[config.mk]
export PLATFORM = sky130hd
export DESIGN_NAME = vending_machine_controller_flat
export DESIGN_NICKNAME = d
export VERILOG_FILES = /design/src/rtl/vmc_pkg.sv /design/src/rtl/vmc_ifs.sv /design/src/rtl/vending_machine_controller.sv /design/src/flat_wrapper.sv
export SDC_FILE = /design/constraint.sdc
export NUM_CORES = 1
export LEC_CHECK = 0
export BUFFER_PORTS_ARGS = -buffer_cell sky130_fd_sc_hd__buf_2
export CORE_AREA = 2 2 137 139
export DETAILED_ROUTE_END_ITERATION = 12
export DIE_AREA = 0 0 139 141
export PLACE_DENSITY_LB_ADDON = 0.1
export SYNTH_ARGS = -nofsm -noshare
export SYNTH_HDL_FRONTEND = slang
export SYNTH_SLANG_ARGS = --single-unit
[constraint.sdc]
create_clock -name clk -period 4.95 [get_ports clk]
set_clock_uncertainty 0.05 [all_clocks]
set_input_delay 0 -clock clk [delete_from_list [all_inputs] [get_ports clk]]
set_output_delay 0 -clock clk [all_outputs]
set_load 0.05 [all_outputs]
[src/rtl/vmc_pkg.sv]
`default_nettype none
// ----------------------------------------------------------------------------
// vmc_pkg
// Types, codes and constants shared by the vending machine controller files.
// ----------------------------------------------------------------------------
package vmc_pkg;

  // default sizes for the stock store
  localparam int SLOTS_DEF      = 8;
  localparam int STOCK_BITS_DEF = 8;

  // field widths of the event and result items
  localparam int MODE_W   = 3;
  localparam int SLOT_W   = 3;
  localparam int COIN_W   = 2;
  localparam int QTY_W    = 8;
  localparam int STATUS_W = 4;
  localparam int BAL_W    = 9;

  // packed price table: one byte per slot
  localparam int PRICE_SLOTS = 8;
  localparam int PRICE_W     = 8;
  localparam int TABLE_W     = PRICE_SLOTS * PRICE_W;

  // coin values
  localparam int COIN_VAL_W = 5;
  localparam logic [COIN_VAL_W-1:0] PENNY   = 5'd1;
  localparam logic [COIN_VAL_W-1:0] NICKEL  = 5'd5;
  localparam logic [COIN_VAL_W-1:0] DIME    = 5'd10;
  localparam logic [COIN_VAL_W-1:0] QUARTER = 5'd25;

  localparam logic [COIN_W-1:0] COIN_PENNY  = 2'd0;
  localparam logic [COIN_W-1:0] COIN_NICKEL = 2'd1;
  localparam logic [COIN_W-1:0] COIN_DIME   = 2'd2;

  // event modes
  localparam logic [MODE_W-1:0] MODE_SELECT   = 3'd0;
  localparam logic [MODE_W-1:0] MODE_COIN     = 3'd1;
  localparam logic [MODE_W-1:0] MODE_DISPENSE = 3'd2;
  localparam logic [MODE_W-1:0] MODE_REFUND   = 3'd3;
  localparam logic [MODE_W-1:0] MODE_LOAD     = 3'd4;

  // status codes
  localparam logic [STATUS_W-1:0] STS_SELECTED       = 4'd0;
  localparam logic [STATUS_W-1:0] STS_UNAVAILABLE    = 4'd1;
  localparam logic [STATUS_W-1:0] STS_SELECT_FIRST   = 4'd2;
  localparam logic [STATUS_W-1:0] STS_NONE_SELECTED  = 4'd3;
  localparam logic [STATUS_W-1:0] STS_NOTHING_REFUND = 4'd4;
  localparam logic [STATUS_W-1:0] STS_COIN_TAKEN     = 4'd5;
  localparam logic [STATUS_W-1:0] STS_PAID           = 4'd6;
  localparam logic [STATUS_W-1:0] STS_ALREADY_SEL    = 4'd7;
  localparam logic [STATUS_W-1:0] STS_INSUFFICIENT   = 4'd8;
  localparam logic [STATUS_W-1:0] STS_REFUNDED       = 4'd9;
  localparam logic [STATUS_W-1:0] STS_COIN_REJECTED  = 4'd10;
  localparam logic [STATUS_W-1:0] STS_DISPENSED      = 4'd11;
  localparam logic [STATUS_W-1:0] STS_STOCK_LOADED   = 4'd12;

  // machine state; dispensing is momentary and never held
  typedef enum logic [1:0] {
    ST_IDLE     = 2'd0,
    ST_SELECTED = 2'd1,
    ST_PAID     = 2'd2
  } state_t;

  function automatic logic [COIN_VAL_W-1:0] coin_value(input logic [COIN_W-1:0] kind);
    logic [COIN_VAL_W-1:0] v;
    case (kind)
      COIN_PENNY:  v = PENNY;
      COIN_NICKEL: v = NICKEL;
      COIN_DIME:   v = DIME;
      default:     v = QUARTER;
    endcase
    return v;
  endfunction

endpackage
`default_nettype wire

[src/rtl/vmc_ifs.sv]
`default_nettype none
// ----------------------------------------------------------------------------
// vmc_ifs
// Valid/ready channels for the event items and the result items.
// ----------------------------------------------------------------------------
interface vmc_event_if;
  logic                        valid;
  logic                        ready;
  logic [vmc_pkg::MODE_W-1:0]  mode;
  logic [vmc_pkg::SLOT_W-1:0]  slot;
  logic [vmc_pkg::COIN_W-1:0]  coin_kind;
  logic [vmc_pkg::QTY_W-1:0]   quantity;

  modport source (output valid, mode, slot, coin_kind, quantity, input ready);
  modport sink   (input valid, mode, slot, coin_kind, quantity, output ready);
endinterface

interface vmc_result_if;
  logic                          valid;
  logic                          ready;
  logic [vmc_pkg::STATUS_W-1:0]  status;
  logic                          dispensed;
  logic [vmc_pkg::SLOT_W-1:0]    dispensed_slot;
  logic [vmc_pkg::BAL_W-1:0]     returned_amount;
  logic                          coin_returned;
  logic [vmc_pkg::BAL_W-1:0]     balance_now;

  modport source (output valid, status, dispensed, dispensed_slot, returned_amount,
                  coin_returned, balance_now, input ready);
  modport sink   (input valid, status, dispensed, dispensed_slot, returned_amount,
                  coin_returned, balance_now, output ready);
endinterface
`default_nettype wire

[src/rtl/vending_machine_controller.sv]
`default_nettype none
// ----------------------------------------------------------------------------
// vending_machine_controller
// Event-driven vending controller: select, coin, dispense, refund, stock load.
// ----------------------------------------------------------------------------
// usage
//   evt : event items in (mode, slot, coin_kind, quantity), valid/ready
//   res : one result item out per event, valid/ready
//   cfg_wr_en / cfg_wr_data : write of the packed price table, one byte per
//     slot; write it only while no event is in flight
// timing
//   an event is registered on accept into the input register and worked from
//   there when the output register is free or draining; its result is loaded
//   into the output register, which drives res.valid
//   one event per cycle sustained while res.ready is high; the loop that sets
//   this is the machine state, balance and stock update, one pass per event
// reset
//   rst (synchronous, active high) empties both stages, returns to idle with
//   zero balance, clears all stock counts and the price table
// stalls
//   a result held by res.ready low blocks the work stage; the input register
//   still takes one more event, then evt.ready drops until res drains
// ----------------------------------------------------------------------------
module vending_machine_controller #(
  parameter int SLOTS      = vmc_pkg::SLOTS_DEF,
  parameter int STOCK_BITS = vmc_pkg::STOCK_BITS_DEF
) (
  input  wire logic                        clk,
  input  wire logic                        rst,
  input  wire logic                        cfg_wr_en,
  input  wire logic [vmc_pkg::TABLE_W-1:0] cfg_wr_data,
  vmc_event_if.sink                        evt,
  vmc_result_if.source                     res
);

  localparam int IDX_W = (SLOTS > 1) ? $clog2(SLOTS) : 1;

  // price table register
  logic [vmc_pkg::TABLE_W-1:0] price_table;

  // input register stage
  logic                       in_valid;
  logic [vmc_pkg::MODE_W-1:0] in_mode;
  logic [vmc_pkg::SLOT_W-1:0] in_slot;
  logic [vmc_pkg::COIN_W-1:0] in_coin;
  logic [vmc_pkg::QTY_W-1:0]  in_qty;

  // machine state
  vmc_pkg::state_t             state, state_next;
  logic [vmc_pkg::BAL_W-1:0]   balance, balance_next;
  logic [vmc_pkg::SLOT_W-1:0]  chosen_slot, chosen_next;
  // copy of the chosen slot's stock count, valid while a slot is selected
  logic [STOCK_BITS-1:0]       chosen_stock, chosen_stock_next;
  logic [STOCK_BITS-1:0]       stock [SLOTS];

  // output register stage
  logic                          out_valid;
  logic [vmc_pkg::STATUS_W-1:0]  out_status;
  logic                          out_disp;
  logic [vmc_pkg::SLOT_W-1:0]    out_slot;
  logic [vmc_pkg::BAL_W-1:0]     out_ret;
  logic                          out_coin_back;
  logic [vmc_pkg::BAL_W-1:0]     out_bal;

  // handshakes
  logic evt_fire;
  logic work_fire;

  assign work_fire = in_valid && (!out_valid || res.ready);
  assign evt.ready = !in_valid || work_fire;
  assign evt_fire  = evt.valid && evt.ready;

  // slot decode; slots beyond SLOTS do not exist
  logic [7:0]             slot_wide;
  logic [7:0]             chosen_wide;
  logic [IDX_W-1:0]       slot_idx;
  logic [IDX_W-1:0]       chosen_idx;
  logic                   slot_ok;
  logic [STOCK_BITS-1:0]  stock_sel;
  logic [23:0]            qty_wide;
  logic [STOCK_BITS-1:0]  qty_m;

  assign slot_wide   = {5'b0, in_slot};
  assign chosen_wide = {5'b0, chosen_slot};
  assign slot_idx    = slot_wide[IDX_W-1:0];
  assign chosen_idx  = chosen_wide[IDX_W-1:0];
  assign slot_ok     = slot_wide < 8'(SLOTS);
  assign stock_sel   = slot_ok ? stock[slot_idx] : '0;
  assign qty_wide    = {16'b0, in_qty};
  assign qty_m       = qty_wide[STOCK_BITS-1:0];

  // price of the chosen slot and coin arithmetic
  logic [vmc_pkg::PRICE_W-1:0] price;
  logic [vmc_pkg::BAL_W-1:0]   price_ext;
  logic [vmc_pkg::BAL_W-1:0]   bal_sum;

  assign price     = price_table[chosen_slot * vmc_pkg::PRICE_W +: vmc_pkg::PRICE_W];
  assign price_ext = {1'b0, price};
  assign bal_sum   = balance + {4'b0, vmc_pkg::coin_value(in_coin)};

  // stock write port
  logic                  stk_we;
  logic [IDX_W-1:0]      stk_idx;
  logic [STOCK_BITS-1:0] stk_data;

  // result of the event in the work stage
  logic [vmc_pkg::STATUS_W-1:0] r_status;
  logic                         r_disp;
  logic [vmc_pkg::BAL_W-1:0]    r_ret;
  logic                         r_coin_back;
  logic                         show_set;
  logic [vmc_pkg::SLOT_W-1:0]   show_slot;

  always_comb begin
    state_next        = state;
    balance_next      = balance;
    chosen_next       = chosen_slot;
    chosen_stock_next = chosen_stock;
    stk_we            = 1'b0;
    stk_idx           = chosen_idx;
    stk_data          = chosen_stock - 1'b1;
    r_status          = vmc_pkg::STS_NONE_SELECTED;
    r_disp            = 1'b0;
    r_ret             = '0;
    r_coin_back       = 1'b0;
    show_set          = 1'b0;
    show_slot         = chosen_slot;

    case (in_mode)
      vmc_pkg::MODE_SELECT: begin
        if (state == vmc_pkg::ST_SELECTED || state == vmc_pkg::ST_PAID) begin
          r_status = vmc_pkg::STS_ALREADY_SEL;
        end else if (slot_ok && stock_sel != '0) begin
          chosen_next       = in_slot;
          chosen_stock_next = stock_sel;
          state_next        = vmc_pkg::ST_SELECTED;
          r_status          = vmc_pkg::STS_SELECTED;
        end else begin
          r_status = vmc_pkg::STS_UNAVAILABLE;
        end
      end
      vmc_pkg::MODE_COIN: begin
        case (state)
          vmc_pkg::ST_SELECTED: begin
            balance_next = bal_sum;
            if (bal_sum >= price_ext) begin
              state_next = vmc_pkg::ST_PAID;
              r_status   = vmc_pkg::STS_PAID;
            end else begin
              r_status = vmc_pkg::STS_COIN_TAKEN;
            end
          end
          vmc_pkg::ST_PAID: begin
            r_status    = vmc_pkg::STS_COIN_REJECTED;
            r_coin_back = 1'b1;
          end
          default: begin
            r_status    = vmc_pkg::STS_SELECT_FIRST;
            r_coin_back = 1'b1;
          end
        endcase
      end
      vmc_pkg::MODE_DISPENSE: begin
        case (state)
          vmc_pkg::ST_SELECTED: begin
            r_status = vmc_pkg::STS_INSUFFICIENT;
          end
          vmc_pkg::ST_PAID: begin
            show_set  = 1'b1;
            show_slot = chosen_slot;
            if (chosen_stock == '0) begin
              // stock emptied after selection: refund all
              r_status = vmc_pkg::STS_UNAVAILABLE;
              r_ret    = balance;
            end else if (balance < price_ext) begin
              // price raised after payment: refund all
              r_status = vmc_pkg::STS_INSUFFICIENT;
              r_ret    = balance;
            end else begin
              stk_we   = 1'b1;
              r_ret    = balance - price_ext;
              r_disp   = 1'b1;
              r_status = vmc_pkg::STS_DISPENSED;
            end
            state_next   = vmc_pkg::ST_IDLE;
            balance_next = '0;
            chosen_next  = '0;
          end
          default: begin
            r_status = vmc_pkg::STS_NONE_SELECTED;
          end
        endcase
      end
      vmc_pkg::MODE_REFUND: begin
        if (state == vmc_pkg::ST_SELECTED || state == vmc_pkg::ST_PAID) begin
          r_ret        = balance;
          r_status     = vmc_pkg::STS_REFUNDED;
          state_next   = vmc_pkg::ST_IDLE;
          balance_next = '0;
          chosen_next  = '0;
        end else begin
          r_status = vmc_pkg::STS_NOTHING_REFUND;
        end
      end
      vmc_pkg::MODE_LOAD: begin
        if (slot_ok) begin
          stk_we   = 1'b1;
          stk_idx  = slot_idx;
          stk_data = qty_m;
          // keep the chosen slot's copy in step with the store
          if (in_slot == chosen_slot) begin
            chosen_stock_next = qty_m;
          end
        end
        r_status = vmc_pkg::STS_STOCK_LOADED;
      end
      default: begin
        r_status = vmc_pkg::STS_NONE_SELECTED;
      end
    endcase

    // selected or dispensed slot, else the chosen slot after the event
    if (!show_set) begin
      show_slot = chosen_next;
    end
  end

  // control and state registers
  always_ff @(posedge clk) begin
    if (rst) begin
      price_table  <= '0;
      in_valid     <= 1'b0;
      out_valid    <= 1'b0;
      state        <= vmc_pkg::ST_IDLE;
      balance      <= '0;
      chosen_slot  <= '0;
      chosen_stock <= '0;
      for (int i = 0; i < SLOTS; i++) begin
        stock[i] <= '0;
      end
    end else begin
      if (cfg_wr_en) begin
        price_table <= cfg_wr_data;
      end
      if (evt_fire) begin
        in_valid <= 1'b1;
      end else if (work_fire) begin
        in_valid <= 1'b0;
      end
      if (work_fire) begin
        out_valid    <= 1'b1;
        state        <= state_next;
        balance      <= balance_next;
        chosen_slot  <= chosen_next;
        chosen_stock <= chosen_stock_next;
        if (stk_we) begin
          stock[stk_idx] <= stk_data;
        end
      end else if (res.ready) begin
        out_valid <= 1'b0;
      end
    end
  end

  // payload registers
  always_ff @(posedge clk) begin
    if (evt_fire) begin
      in_mode <= evt.mode;
      in_slot <= evt.slot;
      in_coin <= evt.coin_kind;
      in_qty  <= evt.quantity;
    end
    if (work_fire) begin
      out_status    <= r_status;
      out_disp      <= r_disp;
      out_slot      <= show_slot;
      out_ret       <= r_ret;
      out_coin_back <= r_coin_back;
      out_bal       <= balance_next;
    end
  end

  assign res.valid           = out_valid;
  assign res.status          = out_status;
  assign res.dispensed       = out_disp;
  assign res.dispensed_slot  = out_slot;
  assign res.returned_amount = out_ret;
  assign res.coin_returned   = out_coin_back;
  assign res.balance_now     = out_bal;

endmodule
`default_nettype wire

[src/flat_wrapper.sv]
// flat-port wrapper written by rule: the top's interface ports become plain ports
module vending_machine_controller_flat 
#(
  parameter int SLOTS      = vmc_pkg::SLOTS_DEF,
  parameter int STOCK_BITS = vmc_pkg::STOCK_BITS_DEF
)
  (clk, rst, cfg_wr_en, cfg_wr_data, evt_valid, evt_mode, evt_slot, evt_coin_kind, evt_quantity, evt_ready, res_valid, res_status, res_dispensed, res_dispensed_slot, res_returned_amount, res_coin_returned, res_balance_now, res_ready);
  vmc_event_if evt_i ();
  vmc_result_if res_i ();
  input  wire logic clk;
  input  wire logic rst;
  input  wire logic cfg_wr_en;
  input  wire logic [vmc_pkg::TABLE_W-1:0] cfg_wr_data;
  input wire logic [$bits(evt_i.valid)-1:0] evt_valid;
  input wire logic [$bits(evt_i.mode)-1:0] evt_mode;
  input wire logic [$bits(evt_i.slot)-1:0] evt_slot;
  input wire logic [$bits(evt_i.coin_kind)-1:0] evt_coin_kind;
  input wire logic [$bits(evt_i.quantity)-1:0] evt_quantity;
  output wire logic [$bits(evt_i.ready)-1:0] evt_ready;
  output wire logic [$bits(res_i.valid)-1:0] res_valid;
  output wire logic [$bits(res_i.status)-1:0] res_status;
  output wire logic [$bits(res_i.dispensed)-1:0] res_dispensed;
  output wire logic [$bits(res_i.dispensed_slot)-1:0] res_dispensed_slot;
  output wire logic [$bits(res_i.returned_amount)-1:0] res_returned_amount;
  output wire logic [$bits(res_i.coin_returned)-1:0] res_coin_returned;
  output wire logic [$bits(res_i.balance_now)-1:0] res_balance_now;
  input wire logic [$bits(res_i.ready)-1:0] res_ready;
  assign evt_i.valid = evt_valid;
  assign evt_i.mode = evt_mode;
  assign evt_i.slot = evt_slot;
  assign evt_i.coin_kind = evt_coin_kind;
  assign evt_i.quantity = evt_quantity;
  assign evt_ready = evt_i.ready;
  assign res_valid = res_i.valid;
  assign res_status = res_i.status;
  assign res_dispensed = res_i.dispensed;
  assign res_dispensed_slot = res_i.dispensed_slot;
  assign res_returned_amount = res_i.returned_amount;
  assign res_coin_returned = res_i.coin_returned;
  assign res_balance_now = res_i.balance_now;
  assign res_i.ready = res_ready;
  vending_machine_controller #(.SLOTS(SLOTS), .STOCK_BITS(STOCK_BITS)) u_core (.clk(clk), .rst(rst), .cfg_wr_en(cfg_wr_en), .cfg_wr_data(cfg_wr_data), .evt(evt_i), .res(res_i));
endmodule
## Word-level counts from Yosys, hierarchy flattened

Memory sizes are Yosys's and may differ from the RTL's. A register that Yosys moved wholly into a read port is not among the register bits.
Cells that the tools add are included.

| cells by class | value |
|---|---|
| equality and inequality tests | 17 |
| shifts and indexed selects | 1 |
| muxes and demuxes | 64 |
| reduce and logical (&&, ||, !) cells | 19 |
| add/subtract/negate cells | 3 |
| order comparisons | 3 |

Operator list:

| operator | number |
|---|---|
| 8-bit 2-to-1 mux | 8 |
| 64-bit by 7-bit variable part select with 8-bit output | 1 |
| 9-bit 2-to-1 mux | 7 |
| 3-bit 2-to-1 mux | 9 |
| 9-bit one-hot mux with 3 select lines | 1 |
| 4-bit one-hot mux with 5 select lines | 1 |
| 1-bit 2-to-1 mux | 19 |
| 9-bit one-hot mux with 2 select lines | 1 |
| 2-bit 2-to-1 mux | 8 |
| 4-bit one-hot mux with 2 select lines | 2 |
| 8-bit one-hot mux with 2 select lines | 1 |
| 5-bit one-hot mux with 3 select lines | 1 |
| 2-bit by 1-bit != test with 1-bit output, second input constant | 7 |
| 4-bit 2-to-1 mux | 3 |
| 9-bit by 5-bit adder with 9-bit output | 1 |
| 9-bit by 8-bit greater-or-equal comparator with 1-bit output | 1 |
| 9-bit by 8-bit < comparator with 1-bit output | 1 |
| 3-bit one-hot mux with 3 select lines | 1 |
| 9-bit by 8-bit subtractor with 9-bit output | 1 |
| 8-bit zero test | 1 |
| 2-bit one-hot mux with 4 select lines | 1 |
| 8-bit AND reduction | 1 |
| 8-bit nonzero test | 1 |
| 8-bit OR reduction | 1 |
| 18 further kinds | 28 |

| storage, ports and cells | value |
|---|---|
| input bits | 85 |
| output and inout port bits | 29 |
| memories | 1 |
| register bits | 131 |
| RAM bits | 64 |

Memory list:

| memory | depth | bits a word | rd ports | clocked after memory_dff | wr ports | line | source |
|---|---|---|---|---|---|---|---|
| u_core.stock | 8 | 8 | 1 | 1 | 8 | vending_machine_controller.sv:54 | `logic [STOCK_BITS-1:0] stock [SLOTS];` |

## Logic depth before layout (Yosys ltp)

| logic depth | value |
|---|---|
| depth in word-level cells | 12 |
| depth in mapped cells | 15 |
| mapped depth without buffers | 15 |

## Worst setup path before layout

No wires, ideal clock.

| timing | value |
|---|---|
| path kind | register -> register |
| start | reg u_core.chosen_slot, in the netlist u_core.chosen_idx[0] |
| end | mem u_core.stock[1][0] (netlist name) (enable) |
| path slack | 1.114 ns |
| setup time | 0.314 ns |
| data required time | 4.586 ns |
| arrival | 3.472 ns |
| cell stages (with the launch flop) | 12 |
| clock period less this slack | 3.836 ns |
| cell sequence | dfxtp_1 > buf_2 > buf_2 > mux4_2 > mux2i_1 > ha_1 > o21a_1 > o31a_1 > o311ai_4 > a2111oi_4 > o21ai_0 > nand2b_1 |

RTL lines:

| element | line | source |
|---|---|---|
| from (decl) | vending_machine_controller.sv:51 | `logic [vmc_pkg::SLOT_W-1:0] chosen_slot, chosen_next;` |
| from (signal assigned) | vending_machine_controller.sv:254 | `chosen_slot <= chosen_next;` |
| to (decl) | vending_machine_controller.sv:54 |  |

==> results.sh <==
export IMPL_status="complete, no violations"
export IMPL_hpwl_mm=18.0
export IMPL_p_sw_uw=954
export IMPL_ys_top_cells_by_count="nor2_1 (170), edfxtp_1 (107), dfxtp_1 (91), mux2i_1 (75), nand2_1 (41)"
export IMPL_nets=1173
export IMPL_dieArea_sq_um=19600
export IMPL_cts_tree="done"
export IMPL_drt_first_pass_iters=5
export IMPL_grt_pass1_vias=7378
export IMPL_synthFlopType="edfxtp_1"
export IMPL_synth_avg_cell_area_sq_um=11.1
export IMPL_cp_depth=9
export IMPL_regArea_sq_um=5030
export IMPL_crit_path_top_delay_cell="o21ai_0"
export IMPL_viasPerCell=5.92
export IMPL_stdcell_count=1307
export IMPL_peakVddDrop_v=0.000269
export IMPL_track_usage=0.269
export IMPL_cts_root_buffer_cell="clkbuf_16"
export IMPL_synth_area_leaders="edfxtp_1 (33%), dfxtp_1 (19%), mux2i_1 (7.7%)"
export IMPL_drc_errors=0
export IMPL_dp_cells=1191
export IMPL_overflow=0
export IMPL_crit_path_start="u_core.chosen_idx[0]"
export IMPL_cts_sinks=198
export IMPL_fill_cells=1453
export IMPL_netlist_instances=884
export IMPL_slew_viol_final=0
export IMPL_p_int_mw=2.71
export IMPL_yosys_cell_types_count=64
export IMPL_path_class="register to register"
export IMPL_vias=7741
export IMPL_initial_utilization=0.537
export IMPL_critical_path_max_stage_delay_ns=0.62
export IMPL_worstHoldStart="evt_quantity[7]"
export IMPL_htree_levels=4
export IMPL_cp_cell_sequence="buf_4 -> mux4_2 -> mux2i_1 -> ha_1 -> a211o_1 -> o311ai_4 -> a2111oi_4 -> o21ai_0 -> nand2b_1"
export IMPL_setup_violations=0
export IMPL_cp_max_fo=19
export IMPL_fin_crit_ns=4.34
export IMPL_fin_util=0.653
export IMPL_slew_headroom=0.289
export IMPL_hold_slack_ns=0.214
export IMPL_io_pins=114
export IMPL_setup_ws_ns=0.608
export IMPL_yosysTopAreaCellShare=0.328
export IMPL_crit_path_end_kind="register"
export IMPL_synth_nets=997
export IMPL_hold_viol=0
export IMPL_worst_ep_required_time_ns=5.01
export IMPL_ant_nets=0
export IMPL_fin_setup_tns_ns=0
export IMPL_grt_start_max_net_pins=80
export IMPL_multi_input_area_sq_um=4500
export IMPL_area_growth_pct=21.7
export IMPL_antenna_cells=0
export IMPL_grt_pass1_wl_mm=40.8
export IMPL_synth_edf_count=107
export IMPL_final_area_sq_um=11900
export IMPL_synth_seq_cells=198
export IMPL_cp_start_kind="register"
export IMPL_crit_arrival_ns=4.40
export IMPL_power_total_mw=3.67
export IMPL_seq_power_share=0.508
export IMPL_critPathBufInv=1
export IMPL_totalWireLength_mm=26.2
export IMPL_synth_async_sr_flop_share=0
export IMPL_cellPowerDensity_nw_per_um2=307
export IMPL_hold_class="input pin to register"
export IMPL_gp_congestion=0.911
export IMPL_wl_per_cell_um=20.0
export IMPL_switching_share=0.260
export IMPL_finalCritPeriodShare=0.877
export IMPL_worst_r2r_path_depth=9
export IMPL_cap_violations=0
export IMPL_place_ws_ns=0.725
export IMPL_rsz0062_at_grt="no"
export IMPL_combPwrFrac=0.130
export IMPL_drtIter0Drc=934
export IMPL_placementRows=50
export IMPL_worstHoldPathCells=2
export IMPL_port_buffer_count=113
export IMPL_ys_seq_area_frac=0.513
export IMPL_crit_family="compound AO/OA/AOI/OAI gates"
export IMPL_die_width_um=139
export IMPL_core_area_sq_um=18300
export IMPL_path_clk_slew_ns=0.07
export IMPL_layout_drive_gt1_share=0.184
export IMPL_yosys_area_top_type="edfxtp_1"
export IMPL_yosysMostFrequentCell="nor2_1"
export IMPL_synth_warnings=0
export IMPL_cts_buffers=17
export IMPL_die_h_um=141
export IMPL_cts_resized=0
export IMPL_fmax_mhz=230
export IMPL_p_leak_nw=4.78
export IMPL_netlist_area_sq_um=9810
export IMPL_power_frac_clock=0.362
export IMPL_worst_pin_slew_ns=1.06
export IMPL_cts_path_max_buffers=2
export IMPL_antenna_found_initial=0
export IMPL_clock_latency_ns=0.44
export IMPL_place_area_sq_um=10500
export IMPL_crit_reg2reg_launch="u_core.chosen_idx[0]"
-- registers in the layout, indices dropped and copies added, names as in the netlist, 4 cells and up, named ones only --
| register | cells |
|---|---|
| u_core.res.balance_now | 9 |
| u_core.balance | 9 |
| u_core.chosen_stock | 8 |
| u_core.stock | 64 |
| u_core.in_qty | 8 |
| u_core.res.returned_amount | 9 |
| u_core.res.status | 4 |
| u_core.price_table | 64 |
-- cells in the final DEF (no fill, tap or decap), drive strengths merged, types with 18 or more instances in the layout --
| master | Yosys | layout |
|---|---|---|
| inv | 24 | 28 |
| ha | 26 | 26 |
| nand2b | 18 | 18 |
| clkbuf | 33 | 18 |
| mux2i | 75 | 75 |
| nor2 | 170 | 170 |
| buf | 14 | 120 |
| nor4 | 19 | 19 |
| o21ai | 43 | 43 |
| dlygate4sd3 | 0 | 84 |
| a21oi | 21 | 21 |
| nand2 | 41 | 41 |
| edfxtp | 107 | 107 |
| mux4 | 32 | 32 |
| dfxtp | 91 | 91 |
-- worst paths after layout --
check	end	slack [ns]
setup / recovery	u_core.stock[1][6]	0.61
hold / removal	u_core.in_qty[7]	0.21
setup reg to reg	u_core.stock[1][6]	0.61
hold reg to reg	u_core.price_table[50]	0.44
-- power by group through the flow --
stage | Combinational (mW) | Sequential [mW] | Clock (mW)
finish | 0.477 | 1.86 | 1.33
global placement | 0.414 | 1.90 | 0
detailed placement | 0.416 | 1.90 | 0
global route | 0.514 | 1.87 | 1.41
CTS | 0.469 | 1.86 | 1.34
floorplan | 0.279 | 1.89 | 0
-- per-layer routing --
metal / track usage / wire [um] / vias to the layer above
met4: 0.0883 / 624 / 0
met3: 0.0425 / 1920 / 42
met2: 0.424 / 12000 / 351
li1: - / - / 3630
met1: 0.385 / 11600 / 3718
met5: 0 / 0 / -
-- cell families after synthesis --
logic type | after synthesis | share of synthesized area
flip-flops | 198 | 0.513
buffers and inverters | 72 | 0.0286
adder cells (fa/ha/maj) | 28 | 0.0373
XOR/XNOR | 15 | 0.0134
AND/OR/NAND/NOR | 307 | 0.141
multiplexers | 110 | 0.154
AO/OA/AOI/OAI | 154 | 0.113
-- timing repair --
item / 4_1_cts / 5_1_grt
hold buffers: 84 / 0
buffers inserted: 0 / 0
hold endpoints to repair: 93 / 0
-- layout make-up --
class,instances,area share
well taps,234,0.0245
repair buffers,204,0.122
clock buffers,18,0.0360
inverters,25,0.00786
multi-input cells,614,0.377
clock inverters,14,0.0105
flip-flops and latches,198,0.422
Note: power is estimated with default switching activity, not from simulation.
